==> src/hdl/page_mapping_cam_table_assert.svh <==
// Assertion macros for the page mapping table.
// Used by the top level only; clock i_clk and active-low reset i_rst_n are implied.
`ifndef PAGE_MAPPING_CAM_TABLE_ASSERT_SVH
`define PAGE_MAPPING_CAM_TABLE_ASSERT_SVH

`ifndef ASSERT_OFF
`define PMCT_ASSERT_IMP(lbl, ante, cons, msg) \
    lbl: assert property (@(posedge i_clk) disable iff (!i_rst_n) (ante) |-> (cons)) \
        else $error(msg);
`define PMCT_ASSERT_NXT(lbl, ante, cons, msg) \
    lbl: assert property (@(posedge i_clk) disable iff (!i_rst_n) (ante) |=> (cons)) \
        else $error(msg);
`else
`define PMCT_ASSERT_IMP(lbl, ante, cons, msg)
`define PMCT_ASSERT_NXT(lbl, ante, cons, msg)
`endif

`endif

==> src/hdl/pmct_pkg.sv <==
// Shared types and constants for the page mapping table.
// No dependencies; used by every module of the block.
package pmct_pkg;

    // Number of mapping entries, one cell each.
    localparam int ENTRIES = 16;

    typedef enum logic [1:0] {
        MODE_INSERT    = 2'd0,
        MODE_FIND_KEY  = 2'd1,
        MODE_FIND_PHYS = 2'd2,
        MODE_REMOVE    = 2'd3
    } t_mode;

    typedef struct packed {
        t_mode       mode;
        logic [15:0] section_key;
        logic [31:0] phys_addr;
        logic [31:0] virt_addr;
        logic [31:0] page_offset;
        logic [31:0] page_length;
    } t_in_item;

    typedef struct packed {
        logic        success;
        logic [3:0]  slot_index;
        logic [15:0] hit_section;
        logic [31:0] hit_phys;
        logic [31:0] hit_virt;
        logic [31:0] hit_offset;
        logic [31:0] hit_length;
    } t_out_item;

    // Item traveling down the row of cells: request plus result so far.
    typedef struct packed {
        logic      vld;
        t_in_item  req;
        t_out_item res;
    } t_pkt;

endpackage

==> src/hdl/pmct_out.sv <==
// Output register of the page mapping table: zeroes failed results, holds on stall.
// Depends on pmct_pkg.
module pmct_out (
    input  logic               i_clk,
    input  logic               i_rst_n,
    input  pmct_pkg::t_pkt     i_pkt,
    input  logic               i_out_stall,
    output logic               o_adv,
    output logic               o_out_valid,
    output pmct_pkg::t_out_item o_out_item
);

    logic                r_vld;
    pmct_pkg::t_out_item r_item;

    // Move the chain whenever the output register is free or being drained.
    assign o_adv = !r_vld || !i_out_stall;

    always_ff @(posedge i_clk) begin
        if (!i_rst_n) begin
            r_vld <= 1'b0;
        end else if (o_adv) begin
            r_vld <= i_pkt.vld;
        end
    end

    // Drop all fields of a failed operation to zero.
    always_ff @(posedge i_clk) begin
        if (o_adv) begin
            r_item <= i_pkt.res.success ? i_pkt.res : '0;
        end
    end

    assign o_out_valid = r_vld;
    assign o_out_item  = r_item;

endmodule

==> config.mk <==
export PLATFORM = sky130hd
export DESIGN_NAME = pmct_out
export DESIGN_NICKNAME = d
export VERILOG_FILES = /design/src/hdl/page_mapping_cam_table_assert.svh /design/src/hdl/pmct_pkg.sv /design/src/hdl/pmct_out.sv
export SDC_FILE = /design/constraint.sdc
export NUM_CORES = 1
export LEC_CHECK = 0
export ABC_AREA = 1
export BUFFER_PORTS_ARGS = -buffer_cell sky130_fd_sc_hd__clkbuf_2
export CAP_MARGIN = 20
export CORE_AREA = 4 4 171 173
export CTS_CLUSTER_SIZE = 8
export DETAILED_ROUTE_END_ITERATION = 16
export DIE_AREA = 0 0 175 177
export PLACE_DENSITY = 0.55
export SLEW_MARGIN = 20
export SYNTH_ARGS = -nofsm -noshare
export SYNTH_HDL_FRONTEND = slang
export SYNTH_SLANG_ARGS = --single-unit
export TNS_END_PERCENT = 100
==> constraint.sdc <==
create_clock -name i_clk -period 5.7 [get_ports i_clk]
set_clock_uncertainty 0.1 [all_clocks]
set_input_delay 0 -clock i_clk [delete_from_list [all_inputs] [get_ports i_clk]]
set_output_delay 0 -clock i_clk [all_outputs]
set_load 0.005 [all_outputs]
# Word-level counts from Yosys, hierarchy flattened
# Index checks and enable logic that the tools add are counted.
[totals]
register_bits = 150
out_inout_bits = 151
[classes]
muxes = 1
reduce_logical = 3
[ops]
columns = ["cell", "n"]
rows = [
  ["$mux 149", 1],
  ["$logic_not 1->1", 2],
  ["$logic_or 1x1->1", 1],
]

# Longest topological paths before layout
# Gate-level depths: netlist (run 1).
[depth]
word_depth = 2
ltp_mapped = 4
ltp_nobuf = 2

# Least setup slack after synthesis (run 1)
# Ideal clock, no wire load.
[synth_timing]
path_type = "flip-flop to flip-flop"
startpoint = "register r_vld, in the netlist o_out_valid"
endpoint = "register r_item (netlist bit o_out_item[0]), enable pin"
t_arrival_ns = 3.550
required_time_ns = 5.083
path_slack_ns = 1.533
stages_incl_launch_ff = 2
path_buffers = 0
cell_sequence = "dfxtp_1 > nand2_1"
[synth_between]
elab_chain_len = 2
[synth_lines]
columns = ["element", "line_no", "text"]
rows = [
  ["from (decl)", "pmct_out.sv:13", "logic r_vld;"],
  ["from (signal assigned)", "pmct_out.sv:23", "r_vld <= i_pkt.vld;"],
  ["$logic_not 1->1", "pmct_out.sv:17", "assign o_adv = !r_vld || !i_out_stall;"],
  ["$logic_or 1x1->1", "pmct_out.sv:17", ""],
  ["net o_adv", "pmct_out.sv:8", "output logic o_adv,"],
  ["to (signal assigned)", "pmct_out.sv:30", "r_item <= i_pkt.res.success ? i_pkt.res : '0;"],
  ["to (decl)", "pmct_out.sv:14", "pmct_pkg::t_out_item r_item;"],
]
# The timed path passes the listed nets, and every way through them passes these cells.
# A chain may end at the register's enable or synchronous reset.

# Worst setup path after layout (run 1)
[layout_timing]
startpoint = "register r_vld, in the netlist o_out_valid"
endpoint = "register r_item (netlist bit o_out_item[12]), enable pin"
[layout_between]
elab_chain_len = 2
[layout_lines]
columns = ["element", "line_no"]
rows = [
  ["$logic_not 1->1", "pmct_out.sv:17"],
  ["$logic_or 1x1->1", "pmct_out.sv:17"],
]
# No other way between the ends.

==> results of run 1 <==
layout by cell type, fill, tap and decap left out:
master / count
buf_4: 4
inv_6: 3
clkbuf_16: 17
dlygate4sd3_1: 150
inv_8: 3
edfxtp_1: 149
clkinv_4: 1
nand2_1: 148
clkinv_2: 1
nand2_4: 1
diode_2: 1
a21oi_1: 1
dfxtp_1: 1
clkinvlp_4: 6
inv_1: 150
clkbuf_2: 302
flip-flops by register name (all words and copies together), names as in the netlist:
| register | count |
|---|---|
| o_out_valid | 1 |
| o_out_item | 149 |
path summary, 6_finish.rpt:
path                       startpoint                      endpoint  slack, ns  cells past startpoint
max          o_out_valid$_SDFFE_PN0P_  o_out_item[12]$_SDFFCE_PN0P_       3.35                      2
min                        i_pkt[148]  o_out_item[98]$_SDFFCE_PN0P_       0.09                      3
max reg2reg  o_out_valid$_SDFFE_PN0P_  o_out_item[12]$_SDFFCE_PN0P_       3.35                      2
min reg2reg  o_out_valid$_SDFFE_PN0P_  o_out_item[41]$_SDFFCE_PN0P_       1.18                      1
layer usage:
layer	GRT usage, %	routed length (microns)	up-vias
li1	-	-	2318
met1	12.4	7000	2074
met2	19.7	8790	207
met3	6.28	2210	14
met4	3.44	289	0
met5	0	0	-
power breakdown:
part           total, mW  switching [mW]  leakage (nW)  internal, mW
clock               1.05           0.485         0.250         0.567
combinational      0.329           0.154          3.43         0.174
sequential          1.33          0.0258          1.67          1.31
worst min-delay path: cells and delay by family:
family / cells / cell delay [ns]
buffers and inverters: 2 / 0.31
AND/OR/NAND/NOR: 1 / 0.13
area by class of cell:
cell class	instances	area [sq um]
Clock inverter	14	119
Timing Repair Buffer	456	3040
Inverter	150	563
Tap cell	378	473
Sequential cell	150	4490
Fill cell	2767	17900
Clock buffer	17	425
Antenna cell	1	2.50
Multi-Input combinational cell	150	572
per-stage QoR:
step	total power, mW	util (%)
finish	2.71	35.1
global route	2.85	35.1
CTS	2.76	35.1
detailed placement	1.61	27.7
global placement	1.61	27.7
floorplan	1.44	-
logic make-up (layout without fill, tap and decap cells):
family	after synthesis	count (layout)	share of synthesized area [%]
simple gates	149	149	9.76
other cells	0	1	0
compound gates	1	1	0.0872
flops	150	150	78.4
buf+inv	166	637	11.7
timing repair:
action | CTS | global route
endpoints found under the setup margin | 0 | 0
gates resized for setup | 0 | 0
hold buffers | 150 | 0
hold endpoints to repair | 149 | 0
==> qor.csv, run 1 <==
stage;metric;value;unit
synth;synth_area;5730;sq um
synth;synth_seq_area_share;78.4;%
global_routing;grt_pass1_vias;4974;
synth;synth_top_cell_by_area;edfxtp_1;
clock_network;clock-sinks;150;
clock_network;cts_tree;yes;
sta;hold_viol_final;0;
synth;ys_seq_elements;150;
synth;synthCells;466;
cells_and_area;final_cells;1316;
synth;syn-num-nets;765;
setup_path;crit_arrival;2.28;ns
sta;layout_worst_path_cycle_share;41.2;%
global_routing;overflow;0;
floorplanning;row_count;61;
placement;gp_congestion;0.721;
min_path;hold_path.class;primary input to flop;
power_and_ir_drop;power.leakage;5.35;nW
synth;ys_types;7;
global_routing;grt_usage;11.5;%
setup_path;max_stage_delay;0.76;ns
power_and_ir_drop;powerDensity;280;nW/um^2
floorplanning;die-area;31000;sq um
sta;slew_headroom;36.8;%
detailed_routing;drc;0;
clock_network;cts_root_buf;clkbuf_16;
setup_path;crit_buf_inv;1;
detailed_routing;firstDrtPassIters;4;
power_and_ir_drop;vdd_drop_max;0.140;mV
clock_network;cts_max_level;4;
setup_path;crit_fanout;68;
sta;min_period;2.35;ns
synth;ys_top_cells_by_area;edfxtp_1, inv_1, nand2_1;
detailed_routing;drtIter0Drc;189;
sta;tightestPinTransition;0.949;ns
setup_path;start_kind;flop;
global_routing;antenna_found_initial;1;
clock_network;post-cts-setup-buffers;0;
placement;dp_slack;3.32;ns
synth;async_flop_share;0;%
cells_and_area;drive_gt1_share;36.1;%
floorplanning;core_area;27600;sq um
placement;placedInstanceArea;7640;sq um
setup_path;crit_path_top_delay_cell;buf_4;
detailed_routing;via_per_inst;3.51;
synth;yosysTopAreaCellShare;78.1;%
detailed_routing;postRouteAntennaNets;0;
synth;yosys_warnings;0;
placement;dp_cells;1134;
setup_path;worstPathRequired;5.63;ns
floorplanning;dieHeight;177;microns
setup_path;crit_chain;nand2_4 > buf_4;
floorplanning;die_w;175;microns
sta;fin_hold_ws;0.0938;ns
sta;slew_viol_final;0;
synth;yosysMostFrequentCell;inv_1;
synth;synth-edff-count;149;
synth;syn_area_per_cell;12.3;sq um
setup_path;path_class;flop to flop;
sta;setup_viol;0;
clock_network;clkTransAtPathRegs;0.07;ns
placement;hpwl;12.9;mm
detailed_routing;drt_wl_total;18.3;mm
floorplanning;ioPinCount;450;
synth;synth_commonest_cells;inv_1, edfxtp_1, nand2_1;
clock_network;numCtsBuffers;17;
setup_path;cpLargestDelayFamily;buffers and inverters;
clock_network;clk-insertion-delay-late;0.41;ns
detailed_routing;dr_total_vias;4613;
cells_and_area;synthToLayoutAreaGrowth;69.1;%
sta;setup_slack;3.35;ns
cells_and_area;final_cell_area;9690;sq um
synth;synth-main-ff-cell;edfxtp_1;
global_routing;grt_pass1_wl;27.2;mm
status;status;complete, no violations;
placement;port_buffers;303;
sta;timing.fmax;426;MHz
sta;rsz0062_at_grt;false;
setup_path;worst_setup_path_end_kind;flop;
detailed_routing;post_drt_wl_per_cell;13.9;microns
global_routing;grt_start_max_net_pins;88;
floorplanning;start_util;20.7;%
job;maxCapViolCount;0;
clock_network;cts_max_path_buffers;2;
cells_and_area;fin_nets;1224;
sta;fin_tns_setup;0;ns
Note: power is estimated with default switching activity, not from simulation.
==> run 2, diff against run 1 <==
--- a/config.mk
+++ b/config.mk
@@ -8,11 +8,11 @@
 export ABC_AREA = 1
 export BUFFER_PORTS_ARGS = -buffer_cell sky130_fd_sc_hd__clkbuf_2
 export CAP_MARGIN = 20
-export CORE_AREA = 4 4 171 173
+export CORE_AREA = 4 4 175 177
 export CTS_CLUSTER_SIZE = 8
 export DETAILED_ROUTE_END_ITERATION = 16
-export DIE_AREA = 0 0 175 177
-export PLACE_DENSITY = 0.55
+export DIE_AREA = 0 0 179 181
+export PLACE_DENSITY = 0.54
 export SLEW_MARGIN = 20
 export SYNTH_ARGS = -nofsm -noshare
 export SYNTH_HDL_FRONTEND = slang
==> constraint.sdc (replaced) <==
create_clock -name i_clk -period 1.92 [get_ports i_clk]
set_clock_uncertainty 0.1 [all_clocks]
set_input_delay 0 -clock i_clk [delete_from_list [all_inputs] [get_ports i_clk]]
set_output_delay 0 -clock i_clk [all_outputs]
set_load 0.005 [all_outputs]
==> qor.csv, run 2 (same netlist as run 1, synthesis figures left out) <==
stage;metric;value;unit
status;status;complete, no violations;
global_routing;antenna_found_initial;1;
detailed_routing;drc;0;
power_and_ir_drop;switching_power;1.89;mW
cells_and_area;final_cell_mix;clkbuf_2, dlygate4sd3_1, inv_1;
sta;slew_viol_final;0;
power_and_ir_drop;p_sw_share;22.6;%
detailed_routing;drt_wl_total;18.4;mm
detailed_routing;via_per_inst;3.54;
placement;gp_congestion;0.757;
placement;hpwl;13.0;mm
clock_network;cts_tree;yes;
detailed_routing;firstDrtPassIters;4;
power_and_ir_drop;powerDensity;838;nW/um^2
floorplanning;core_area;29200;sq um
placement;dp_cells;1154;
setup_path;crit_fanout;37;
detailed_routing;drtIter0Drc;164;
sta;layout_worst_path_cycle_share;84.3;%
cells_and_area;largest_reg_flops;149;
power_and_ir_drop;total_power;8.36;mW
cells_and_area;final_cell_area;9980;sq um
setup_path;crit_chain;nand2_8 > buf_12 > clkbuf_2;
sta;tightestPinTransition;0.379;ns
floorplanning;start_util;19.6;%
power_and_ir_drop;combPwrFrac;12.1;%
setup_path;worstPathRequired;1.82;ns
sta;slew_headroom;74.7;%
clock_network;clkTransAtPathRegs;0.06;ns
cells_and_area;fin_nets;1243;
sta;setup_viol;0;
detailed_routing;postRouteAntennaNets;0;
detailed_routing;post_drt_wl_per_cell;13.6;microns
sta;timing.fmax;618;MHz
sta;fin_tns_setup;0;ns
clock_network;post-cts-setup-buffers;0;
floorplanning;die_w;179;microns
floorplanning;die-area;32400;sq um
detailed_routing;dr_total_vias;4771;
global_routing;grt_pass1_vias;5268;
power_and_ir_drop;vdd_drop_max;0.436;mV
sta;fin_hold_ws;0.0847;ns
power_and_ir_drop;pwr-share-clk;40.6;%
clock_network;clock-sinks;150;
clock_network;cts_max_level;4;
job;maxCapViolCount;0;
placement;port_buffers;303;
global_routing;overflow;0;
sta;hold_viol_final;0;
power_and_ir_drop;seqPwrFrac;47.3;%
cells_and_area;fin_util;34.1;%
cells_and_area;final_common_cell;clkbuf_2;
setup_path;crit_arrival;1.52;ns
floorplanning;ioPinCount;450;
sta;setup_slack;0.302;ns
clock_network;numCtsBuffers;17;
setup_path;path_class;flop to output pin;
setup_path;crit_path_top_delay_cell;dfxtp_1;
placement;dp_slack;0.529;ns
floorplanning;dieHeight;181;microns
global_routing;grt_usage;11.4;%
clock_network;cts_root_buf;clkbuf_16;
cells_and_area;final_cells;1348;
floorplanning;row_count;63;
setup_path;worst_setup_path_end_kind;output pin;
setup_path;crit_buf_inv;2;
sta;rsz0062_at_grt;false;
placement;placedInstanceArea;7780;sq um
setup_path;max_stage_delay;0.42;ns
power_and_ir_drop;p_int;6.47;mW
global_routing;grt_pass1_wl;28.3;mm
min_path;hold_path.class;primary input to flop;
clock_network;ctsHoldBuffers;161;
power_and_ir_drop;power.leakage;5.46;nW
global_routing;grt_start_max_net_pins;48;
clock_network;clk-insertion-delay-late;0.41;ns
setup_path;cpLargestDelayFamily;flip-flops;
clock_network;ctsResizeCount;0;
setup_path;start_kind;flop;
cells_and_area;synthToLayoutAreaGrowth;74.1;%
clock_network;cts_max_path_buffers;2;
cells_and_area;drive_gt1_share;35.8;%
sta;min_period;1.62;ns
## run 2: path summary, 6_finish.rpt
check                                start                           end  slack [ns]  cells past startpoint
hold / removal                 i_out_stall  o_out_item[37]$_SDFFCE_PN0P_        0.08                      2
hold reg to reg   o_out_valid$_SDFFE_PN0P_  o_out_item[37]$_SDFFCE_PN0P_        0.74                      1
setup reg to reg  o_out_valid$_SDFFE_PN0P_  o_out_item[98]$_SDFFCE_PN0P_        0.56                      2
setup / recovery  o_out_valid$_SDFFE_PN0P_                         o_adv        0.30                      3
## run 2: layout make-up
cell class	count	area, sq um
Fill cell	2938	19300
Antenna cell	1	2.50
Clock inverter	13	156
Tap cell	390	488
Multi-Input combinational cell	150	581
Timing Repair Buffer	475	3260
Clock buffer	19	433
Inverter	150	563
Sequential cell	150	4490
## run 2: power groups by stage
stage / clock network, mW / registers (mW) / logic, mW
global placement: 0 / 4.01 / 0.768
finish: 3.39 / 3.96 / 1.01
detailed placement: 0 / 4.03 / 0.765
global route: 3.66 / 3.98 / 1.13
floorplan: 0 / 4.06 / 0.199
CTS: 3.54 / 3.96 / 1.03
## run 2: worst reg2reg max path: stages, from the launching register on
cell,delay [ns]
dfxtp_1,0.36
nand2_8,0.28
buf_12,0.30
## run 2: metal layers
| layer | GRT usage (%) | up-vias | wire length [microns] | share of wire, % |
|---|---|---|---|---|
| met5 | 0 | - | 0 | 0 |
| met2 | 19.5 | 232 | 8890 | 48 |
| met4 | 3.56 | 0 | 311 | 1.7 |
| met3 | 5.40 | 16 | 2050 | 11 |
| li1 | - | 2357 | - | - |
| met1 | 12.5 | 2166 | 7110 | 39 |
