**config.mk**
```make
export PLATFORM = sky130hd
export DESIGN_NAME = pmct_cell
export DESIGN_NICKNAME = d
export VERILOG_FILES = /design/src/hdl/page_mapping_cam_table_assert.svh /design/src/hdl/pmct_pkg.sv /design/src/hdl/pmct_cell.sv
export SDC_FILE = /design/constraint.sdc
export NUM_CORES = 1
export LEC_CHECK = 0
export ABC_CLOCK_PERIOD_IN_PS = 15700
export BUFFER_PORTS_ARGS = -buffer_cell sky130_fd_sc_hd__buf_2
export CAP_MARGIN = 10
export CORE_AREA = 2 2 234 236
export CTS_BUF_LIST = sky130_fd_sc_hd__clkbuf_8 sky130_fd_sc_hd__clkbuf_16
export CTS_CLUSTER_DIAMETER = 30
export DETAILED_ROUTE_END_ITERATION = 10
export DIE_AREA = 0 0 236 238
export PLACE_DENSITY = 0.61
export RECOVER_POWER = 50
export SLEW_MARGIN = 20
export SYNTH_ARGS = -nofsm -noshare
export SYNTH_HDL_FRONTEND = slang
export SYNTH_SLANG_ARGS = --single-unit
```
**constraint.sdc**
```tcl
create_clock -name i_clk -period 15.7 [get_ports i_clk]
set_input_delay 1.57 -clock i_clk [delete_from_list [all_inputs] [get_ports i_clk]]
set_output_delay 1.57 -clock i_clk [all_outputs]
set_load 0.03 [all_outputs]
```
**src/hdl/page_mapping_cam_table_assert.svh**
```systemverilog
// Assertion macros for the page mapping table.
// Used by the top level only; clock i_clk and active-low reset i_rst_n are implied.
`ifndef PAGE_MAPPING_CAM_TABLE_ASSERT_SVH
`define PAGE_MAPPING_CAM_TABLE_ASSERT_SVH

`ifndef ASSERT_OFF
`define PMCT_ASSERT_IMP(lbl, ante, cons, msg) \
    lbl: assert property (@(posedge i_clk) disable iff (!i_rst_n) (ante) |-> (cons)) \
        else $error(msg);
`define PMCT_ASSERT_NXT(lbl, ante, cons, msg) \
    lbl: assert property (@(posedge i_clk) disable iff (!i_rst_n) (ante) |=> (cons)) \
        else $error(msg);
`else
`define PMCT_ASSERT_IMP(lbl, ante, cons, msg)
`define PMCT_ASSERT_NXT(lbl, ante, cons, msg)
`endif

`endif

```
**src/hdl/pmct_pkg.sv**
```systemverilog
// Shared types and constants for the page mapping table.
// No dependencies; used by every module of the block.
package pmct_pkg;

    // Number of mapping entries, one cell each.
    localparam int ENTRIES = 16;

    typedef enum logic [1:0] {
        MODE_INSERT    = 2'd0,
        MODE_FIND_KEY  = 2'd1,
        MODE_FIND_PHYS = 2'd2,
        MODE_REMOVE    = 2'd3
    } t_mode;

    typedef struct packed {
        t_mode       mode;
        logic [15:0] section_key;
        logic [31:0] phys_addr;
        logic [31:0] virt_addr;
        logic [31:0] page_offset;
        logic [31:0] page_length;
    } t_in_item;

    typedef struct packed {
        logic        success;
        logic [3:0]  slot_index;
        logic [15:0] hit_section;
        logic [31:0] hit_phys;
        logic [31:0] hit_virt;
        logic [31:0] hit_offset;
        logic [31:0] hit_length;
    } t_out_item;

    // Item traveling down the row of cells: request plus result so far.
    typedef struct packed {
        logic      vld;
        t_in_item  req;
        t_out_item res;
    } t_pkt;

endpackage

```
**src/hdl/pmct_cell.sv**
```systemverilog
// One table entry of the page mapping table plus its stage of the item chain.
// Depends on pmct_pkg.
module pmct_cell (
    input  logic          i_clk,
    input  logic          i_rst_n,
    input  logic          i_adv,
    input  logic [3:0]    i_slot,
    input  pmct_pkg::t_pkt i_pkt,
    output pmct_pkg::t_pkt o_pkt
);

    logic [15:0]    r_sec;
    logic [31:0]    r_pa;
    logic [31:0]    r_va;
    logic [31:0]    r_off;
    logic [31:0]    r_len;
    logic           r_vld;
    pmct_pkg::t_pkt r_pkt;
    pmct_pkg::t_pkt n_pkt;
    logic           w_key_ok;
    logic           w_hit_ins;
    logic           w_hit_key;
    logic           w_hit_pa;
    logic           w_take;

    // Match this entry against the passing item.
    always_comb begin
        w_key_ok  = (i_pkt.req.section_key != 16'd0);
        w_hit_ins = (i_pkt.req.mode == pmct_pkg::MODE_INSERT) && w_key_ok && (r_sec == 16'd0);
        w_hit_key = ((i_pkt.req.mode == pmct_pkg::MODE_FIND_KEY) ||
                     (i_pkt.req.mode == pmct_pkg::MODE_REMOVE)) && w_key_ok &&
                    (r_sec == i_pkt.req.section_key) && (r_off == i_pkt.req.page_offset);
        w_hit_pa  = (i_pkt.req.mode == pmct_pkg::MODE_FIND_PHYS) && (r_sec != 16'd0) &&
                    (r_pa == i_pkt.req.phys_addr);
        w_take    = i_pkt.vld && !i_pkt.res.success && (w_hit_ins || w_hit_key || w_hit_pa);
    end

    // Claim the item: lower cells already passed on it, so first claim wins.
    always_comb begin
        n_pkt = i_pkt;
        if (w_take) begin
            n_pkt.res.success    = 1'b1;
            n_pkt.res.slot_index = i_slot;
            if (w_hit_ins) begin
                n_pkt.res.hit_section = i_pkt.req.section_key;
                n_pkt.res.hit_phys    = i_pkt.req.phys_addr;
                n_pkt.res.hit_virt    = i_pkt.req.virt_addr;
                n_pkt.res.hit_offset  = i_pkt.req.page_offset;
                n_pkt.res.hit_length  = i_pkt.req.page_length;
            end else begin
                n_pkt.res.hit_section = r_sec;
                n_pkt.res.hit_phys    = r_pa;
                n_pkt.res.hit_virt    = r_va;
                n_pkt.res.hit_offset  = r_off;
                n_pkt.res.hit_length  = r_len;
            end
        end
    end

    // Update the entry: fill on insert, free on remove.
    always_ff @(posedge i_clk) begin
        if (!i_rst_n) begin
            r_sec <= 16'd0;
        end else if (i_adv && w_take) begin
            if (w_hit_ins) begin
                r_sec <= i_pkt.req.section_key;
            end else if (i_pkt.req.mode == pmct_pkg::MODE_REMOVE) begin
                r_sec <= 16'd0;
            end
        end
    end

    // Entry payload only matters while the entry is occupied.
    always_ff @(posedge i_clk) begin
        if (i_adv && w_hit_ins && w_take) begin
            r_pa  <= i_pkt.req.phys_addr;
            r_va  <= i_pkt.req.virt_addr;
            r_off <= i_pkt.req.page_offset;
            r_len <= i_pkt.req.page_length;
        end
    end

    // Advance the item to the next cell.
    always_ff @(posedge i_clk) begin
        if (!i_rst_n) begin
            r_vld <= 1'b0;
        end else if (i_adv) begin
            r_vld <= n_pkt.vld;
        end
    end

    always_ff @(posedge i_clk) begin
        if (i_adv) begin
            r_pkt <= n_pkt;
        end
    end

    always_comb begin
        o_pkt     = r_pkt;
        o_pkt.vld = r_vld;
    end

endmodule

```
==> Word level (Yosys, flattened, before mapping) <==
Index checks and enable logic that the tools add are counted.
{ "totals": {"wordCells": 51, "out_inout_bits": 296, "register_bits": 440, "inputBits": 303} }
{ "op_classes": {"n_reduce_logical": 22, "n_eq_ne": 6, "mux": 4} }
{ "ops": {"columns": ["cell", "count"], "rows": [
  ["$mux W148", 1],
  ["$mux W144", 1],
  ["$eq A32 B32 Y1", 2],
  ["$mux W16", 2],
  ["$reduce_bool A16 Y1", 2],
  ["$eq A16 B16 Y1", 1],
  ["$logic_not A16 Y1", 1],
  ["$logic_and A1 B1 Y1", 12],
  ["$eq A2 B2 Y1 const B", 2],
  ["$logic_or A1 B1 Y1", 3],
  ["$eq A2 B1 Y1 const B", 1],
  ["$logic_not A2 Y1", 1],
  ["$reduce_and A2 Y1", 1],
  ["$reduce_bool A2 Y1", 1],
  ["$logic_not A1 Y1", 1]
]} }

==> Depth between registers and ports, before layout <==
Gate-level depths: netlist of run 1.
{ "depth": {"depth_word": 10, "ltp_mapped": 9, "mapped_depth_nobuf": 6} }

==> Worst setup path after synthesis of run 1 <==
Ideal clock, no wire load.
{ "synth_timing": {"kind": "input to register", "from": "in i_pkt[295] in the netlist's numbering", "to": "reg r_len[0], enable pin", "path_buffers": 1, "setup_time_ps": 503, "cell_stages": 7, "t_required_ps": 15197, "t_arrival_ps": 5828, "path_slack_ps": 9369, "path_cell_list": "nor2b_1 o2111ai_1 nor4_1 nand3_1 o211ai_1 buf_2 and3_1"} }
{ "synth_between": {"elab_chain_len": 3} }
{ "synth_lines": {"columns": ["item", "line_no", "source"], "rows": [
  ["start: declaration", "pmct_cell.sv:8", "input pmct_pkg::t_pkt i_pkt,"],
  ["$logic_and A1 B1 Y1 (2 in a row)", "pmct_cell.sv:35", "w_take = i_pkt.vld && !i_pkt.res.success && (w_hit_ins || w_hit_key || w_hit_pa);"],
  ["$logic_and A1 B1 Y1", "pmct_cell.sv:75", "if (i_adv && w_hit_ins && w_take) begin"],
  ["end signal: assignment", "pmct_cell.sv:79", "r_len <= i_pkt.req.page_length;"],
  ["end: declaration", "pmct_cell.sv:16", "logic [31:0] r_len;"]
]} }
Every way passes these cells.
A chain may end at the register's enable or synchronous reset.

==> Worst setup path after layout of run 1 <==
{ "layout_timing": {"from": "in i_adv", "to": "reg r_pkt (netlist bit o_pkt[107]), enable pin"} }
{ "layout_rtl": {"columns": ["item", "line_no", "source"], "rows": [
  ["start: declaration", "pmct_cell.sv:6", "input logic i_adv,"],
  ["end signal: assignment", "pmct_cell.sv:94", "r_pkt <= n_pkt;"],
  ["end: declaration", "pmct_cell.sv:18", "pmct_pkg::t_pkt r_pkt;"]
]} }
No word-level cell between the ends.

==> reports/results.txt, run 1 <==
synthesis warning total - 0
initial antenna violation count - 6
Pleak - 9.62 nW
cell count after synthesis - 1158
Fillers - 4899
Worst-Skew Late Latency - 650 ps
Power Dens Cells - 158 nW/um^2
Vias/cell - 4.97
Final setup viols - 0
die height - 238 microns
worst vdd ir - 0.0954 mV
CP top delay family - buffers and inverters
Final Max Tran Viols - 157
Die W - 236 microns
largest net degree at the start of global routing - 150
RR Endpoint - r_len[8]$_DFFE_PP_
Root Driver - clkbuf_16
CTS buffer count - 98
Total Nets Final - 2104
CP max FO - 98
Clock Pin Slew Worst Setup and Hold Paths - 50 ps
# hold bufs at CTS - 0
Worst R2R Setup Slack - 10700 ps
DRT antenna net count - 0
Max-Cap Viols - 2
most frequent CP cell - clkbuf_1
die area - 56200 sq um
PortBufs - 598
Worst EP required - 15870 ps
leading cell type in the layout, fill and taps excluded - edfxtp_1
most frequent cells in the layout - 423 x edfxtp_1, 377 x buf_2, 222 x clkbuf_1
CP peak stage delay - 3980 ps
Critical R2R Launch - r_sec[7]$_SDFFE_PN0P_
Setup WS pre-CTS - 9370 ps
Core Area - 53500 sq um
EDFF count, synth - 423
Placer Congestion - 0.857
# IOs - 599
sequential fraction of the synthesis area - 73.2%
layout cell share with drive strength beyond 1 - 29.9%
Yosys cell types - 39
placed instance count - 2396
via count - 12844
Synth Cell Area - 17800 sq um
Post-CTS Setup Bufs - 0
crit path capture type - flip-flop
most used flip-flop cell after synthesis - edfxtp_1
Hold WC Path Type - flip-flop to flip-flop
Slew headroom - -289%
R2R cell count - 8
status - complete, but fails checks
total power - 3.91 mW
global-route wire length before repair - 84100 microns
DR pass1 iterations - 7
Hold Vio Cnt, Final - 0
Clock Sinks - 440
total congestion overflow - 0
Overall Global Routing Usage - 20.0%
Least-Margin Pin Slew - 5840 ps
final WL - 57800 microns
htree depth - 3
Final Skew - 28.7 ps
worst-case clock buffer depth - 3
Worst Hold Path Cells - 2
final hold slack - 496 ps
syn nets - 1461
final std cells w/o fill - 2583
post-layout instance area - 24800 sq um
Peak Freq - 125 MHz
DRC viols - 0
Area Overhead vs Synth - 39.0%
CTS tree - yes
sequence of cells on the critical path - clkbuf_1 > clkbuf_1
initial detailed-routing violation count - 830
fraction of registers with async set/reset - 0%
worst setup path class - input pin to flip-flop
Startpoint Class - input pin
post-synthesis register bit count - 440
TNS Setup - 0 ps
CP Buf/Inv Count - 2
# rows - 85
final core occ - 46.3%
slowest CP cell - clkbuf_1
hpwl dp - 40000 microns
initial core utilization - 33.3%
Final WS setup - 7720 ps
WL per Instance - 22.4 microns
Hold Path Sink - r_sec[8]$_SDFFE_PN0P_
post-CTS resize count - 0
Hold Startpoint - r_sec[8]$_SDFFE_PN0P_
Placed Area - 21500 sq um
period utilisation layout - 50.8%
vias in the first global route - 13088
Mapped Avg Cell Area - 15.4 sq um
crit path DAT - 8150 ps
min cycle time layout - 7980 ps
violated checks - max-capacitance violations, max-slew violations
RSZ-0062 raised after global routing - false
sequential cells by signal, indices dropped and copies added (netlist names):
name and count:
r_len 32, r_off 32, r_sec 16, o_pkt 295, r_va 32, r_vld 1, r_pa 32
worst max-delay path by stage:
stage          startpoint                    to  slack (ps)  cells past startpoint
2_1_floorplan  i_pkt[295]    r_len[0]$_DFFE_PP_        9370                      7
3_3_place_gp   i_pkt[185]   r_len[28]$_DFFE_PP_        9350                      9
6_report            i_adv  o_pkt[107]$_DFFE_PP_        7720                      2
5_1_grt             i_adv  o_pkt[107]$_DFFE_PP_        7240                      2
4_1_cts        i_pkt[185]   r_len[16]$_DFFE_PP_       10030                      9
3_5_place_dp   i_pkt[185]   r_off[13]$_DFFE_PP_        9370                      9
cell type report:
type | instances | area (sq um) | area share [%]
flip-flops and latches | 440 | 13000 | 52.6
clock inverters | 85 | 1090 | 4.41
repair buffers | 607 | 2810 | 11.3
well taps | 696 | 871 | 3.51
clock buffers | 98 | 2450 | 9.89
multi-input cells | 618 | 4370 | 17.6
inverters | 36 | 135 | 0.545
diodes | 3 | 7.51 | 0.0303
Yosys cell counts, types with 3 or more instances:
cell type / number / area share [%]
nor4_1: 17 / 0.60
a21oi_1: 146 / 4.1
nand3_1: 6 / 0.17
mux2_2: 4 / 0.25
nor2_1: 8 / 0.17
nand2b_1: 6 / 0.21
and4_1: 3 / 0.15
dfxtp_1: 17 / 1.9
nor3_1: 128 / 3.6
clkbuf_1: 18 / 0.38
inv_1: 36 / 0.76
nand4_1: 33 / 1.2
buf_2: 42 / 1.2
mux2i_1: 143 / 8.0
nand2_1: 11 / 0.23
o2bb2ai_1: 16 / 0.79
edfxtp_1: 423 / 71
xor2_1: 5 / 0.25
xnor2_1: 71 / 3.5
nor4b_1: 3 / 0.15
per-layer routing:
metal  share of wire [%]  up-vias  GRT usage, %
met1                  40     6300          24.9
li1                    -     5833             -
met5               0.073        -             0
met4                 3.3        6          9.23
met2                  49      587          32.6
met3                 7.3      118          5.04
kinds of logic (layout without fill, tap and decap cells):
logic type / Yosys count / count (layout) / share of synthesized area (%)
AO/OA/AOI/OAI: 171 / 171 / 5.36
buffers and inverters: 100 / 826 / 2.48
flip-flops: 440 / 440 / 73.2
other: 0 / 3 / 0
AND/OR/NAND/NOR: 224 / 224 / 6.96
multiplexers: 147 / 147 / 8.28
XOR/XNOR: 76 / 76 / 3.73
power breakdown:
part           total, mW  leakage, nW  internal [mW]  switching, mW
clock network       2.17         1.70           1.48          0.696
registers           1.38         4.17           1.36         0.0171
logic              0.358         3.74          0.102          0.256
(Power assumes the default switching activity.)
==> run 2: changes to the inputs <==
--- a/config.mk
+++ b/config.mk
@@ -5,15 +5,15 @@
 export SDC_FILE = /design/constraint.sdc
 export NUM_CORES = 1
 export LEC_CHECK = 0
-export ABC_CLOCK_PERIOD_IN_PS = 15700
+export ABC_CLOCK_PERIOD_IN_PS = 6900
 export BUFFER_PORTS_ARGS = -buffer_cell sky130_fd_sc_hd__buf_2
 export CAP_MARGIN = 10
-export CORE_AREA = 2 2 234 236
+export CORE_AREA = 2 2 232 234
 export CTS_BUF_LIST = sky130_fd_sc_hd__clkbuf_8 sky130_fd_sc_hd__clkbuf_16
 export CTS_CLUSTER_DIAMETER = 30
 export DETAILED_ROUTE_END_ITERATION = 10
-export DIE_AREA = 0 0 236 238
-export PLACE_DENSITY = 0.61
+export DIE_AREA = 0 0 234 236
+export PLACE_DENSITY = 0.64
 export RECOVER_POWER = 50
 export SLEW_MARGIN = 20
 export SYNTH_ARGS = -nofsm -noshare
==> constraint.sdc (replaced) <==
create_clock -name i_clk -period 6.9 [get_ports i_clk]
set_input_delay 0.69 -clock i_clk [delete_from_list [all_inputs] [get_ports i_clk]]
set_output_delay 0.69 -clock i_clk [all_outputs]
set_load 0.03 [all_outputs]
==> reports/results.txt, run 2 (synthesis gave the netlist of run 1 again) <==
Max-Cap Viols - 2 (unchanged)
Peak Freq - 202 MHz
post-layout instance area - 24700 sq um (-0.52%)
DRT antenna net count - 0 (unchanged)
post-CTS resize count - 0 (unchanged)
status - complete, but fails checks
Area Overhead vs Synth - 38.3%
Clock Pin Slew Worst Setup and Hold Paths - 50 ps (about the same)
die area - 55200 sq um (-1.7%)
Overall Global Routing Usage - 19.7% (-0.29 points)
clock power share - 53.9% (-1.7 points)
Power Dens Cells - 348 nW/um^2 (+120%)
via count - 12809 (-0.27%)
max reg flops - 295 (unchanged)
final hold slack - 314 ps (-182 ps)
placed instance count - 2397 (+0.042%)
Clock Sinks - 440 (unchanged)
Worst EP required - 7360 ps (-8510 ps)
leading cell type in the layout, fill and taps excluded - edfxtp_1
sequential share of power - 36.6% (+1.3 points)
Slew headroom - -177% (+110 points)
Worst-Skew Late Latency - 630 ps (-20 ps)
largest net degree at the start of global routing - 155 (+3.3%)
WL per Instance - 21.7 microns (-2.9%)
# hold bufs at CTS - 0 (unchanged)
Internal - 6.48 mW (+120%)
CP max FO - 154 (+57%)
final WL - 56100 microns (-2.9%)
worst vdd ir - 0.229 mV (+140%)
htree depth - 3 (unchanged)
Gate power share - 9.5% (+0.3 points)
period utilisation layout - 71.8%
initial core utilization - 33.6% (+0.27 points)
# rows - 85 (unchanged)
Total Nets Final - 2107 (+0.14%)
CTS tree - yes
P_sw - 2.10 mW (+120%)
crit path DAT - 5420 ps (-2730 ps)
die height - 236 microns (-0.84%)
Worst Hold Path Cells - 1 (-1)
PortBufs - 598 (unchanged)
final std cells w/o fill - 2585 (+0.077%)
Root Driver - clkbuf_16
total congestion overflow - 0 (unchanged)
Placer Congestion - 0.873 (+1.9%)
min cycle time layout - 4950 ps
initial antenna violation count - 3 (-3)
hpwl dp - 39000 microns (-2.5%)
initial detailed-routing violation count - 848 (+2.2%)
Final setup viols - 0 (unchanged)
Switching Share - 24.5% (-0.33 points)
vias in the first global route - 12843 (-1.9%)
Final Skew - 24.6 ps (-4.15 ps)
total power - 8.58 mW (+120%)
crit path capture type - flip-flop
worst setup path class - input pin to flip-flop
R2R cell count - 7 (-1)
Startpoint Class - input pin
most frequent cells in the layout - 423 x edfxtp_1, 409 x buf_2, 189 x clkbuf_1
layout cell share with drive strength beyond 1 - 30.9% (+0.96 points)
Post-CTS Setup Bufs - 0 (unchanged)
global-route wire length before repair - 81100 microns (-3.6%)
violated checks - max-capacitance violations, max-slew violations
Final Max Tran Viols - 222 (+41%)
Worst R2R Setup Slack - 3020 ps (-7680 ps)
CTS buffer count - 100 (+2.0%)
Hold Vio Cnt, Final - 0 (unchanged)
Die W - 234 microns (-0.85%)
worst-case clock buffer depth - 3 (unchanged)
TNS Setup - 0 ps (unchanged)
RSZ-0062 raised after global routing - false
Least-Margin Pin Slew - 4160 ps (-1680 ps)
Hold WC Path Type - input pin to flip-flop
DR pass1 iterations - 5 (-2)
DRC viols - 0 (unchanged)
Fillers - 4762 (-2.8%)
# IOs - 599 (unchanged)
Vias/cell - 4.96 (-0.35%)
Core Area - 53100 sq um (-0.80%)
Pleak - 9.67 nW (+0.57%)
Placed Area - 21600 sq um (+0.21%)
run 2: cell types whose count changed in the layout (fill, tap and decap cells not counted), moves of 5 or more:
cell / change
clkinv_4: -7
clkbuf_1: -33
inv_1: +10
buf_2: +32
inv_6: -5
bufinv_16: -7
clkinv_1: +7
run 2: area by class of cell:
cell class	count	area (sq um)	share of cell area, %
antenna	2	5.00	0.0203
timing repair buffer	608	2890	11.7
clock buffer	102	2550	10.4
inverter	36	135	0.548
sequential	440	13000	52.9
multi-input combinational	618	4370	17.7
clock inverter	83	788	3.20
tap	696	871	3.53
run 2: power by group through the flow:
stage,clock network (mW),logic (mW),registers (mW)
floorplan,0,0.199,3.45
global placement,0,0.831,3.18
detailed placement,0,0.836,3.18
CTS,4.69,0.840,3.14
global route,4.82,0.864,3.15
finish,4.62,0.815,3.14
run 2: path summary, 6_finish.rpt:
check                               from                      to
setup / recovery                   i_adv   r_sec[7]$_SDFFE_PN0P_
hold / removal                i_pkt[226]      r_va[13]$_DFFE_PP_
setup reg to reg  r_sec[15]$_SDFFE_PN0P_    o_pkt[125]$_DFFE_PP_
hold reg to reg   r_sec[12]$_SDFFE_PN0P_  r_sec[12]$_SDFFE_PN0P_
run 2: routing by layer:
layer | track usage [%] | routed length (microns)
met1 | 24.8 | 23000
met2 | 32.5 | 27700
met4 | 7.50 | 1460
met5 | 0 | 8
met3 | 4.79 | 3970
run 2: stage by stage:
| step | setup WS (ps) | utilization [%] |
|---|---|---|
| finish | 1950 | 46.5 |
| global route | 1490 | 46.5 |
| CTS | 2810 | 46.9 |
| detailed placement | 2250 | 40.6 |
| global placement | 2240 | 40.6 |
| floorplan | 1450 | - |
run 2: worst max-delay path, stage by stage:
cell and delay [ps]:
buf_8 420, clkbuf_2 2750, o22ai_1 420, a31oi_2 820, o2bb2ai_1 180
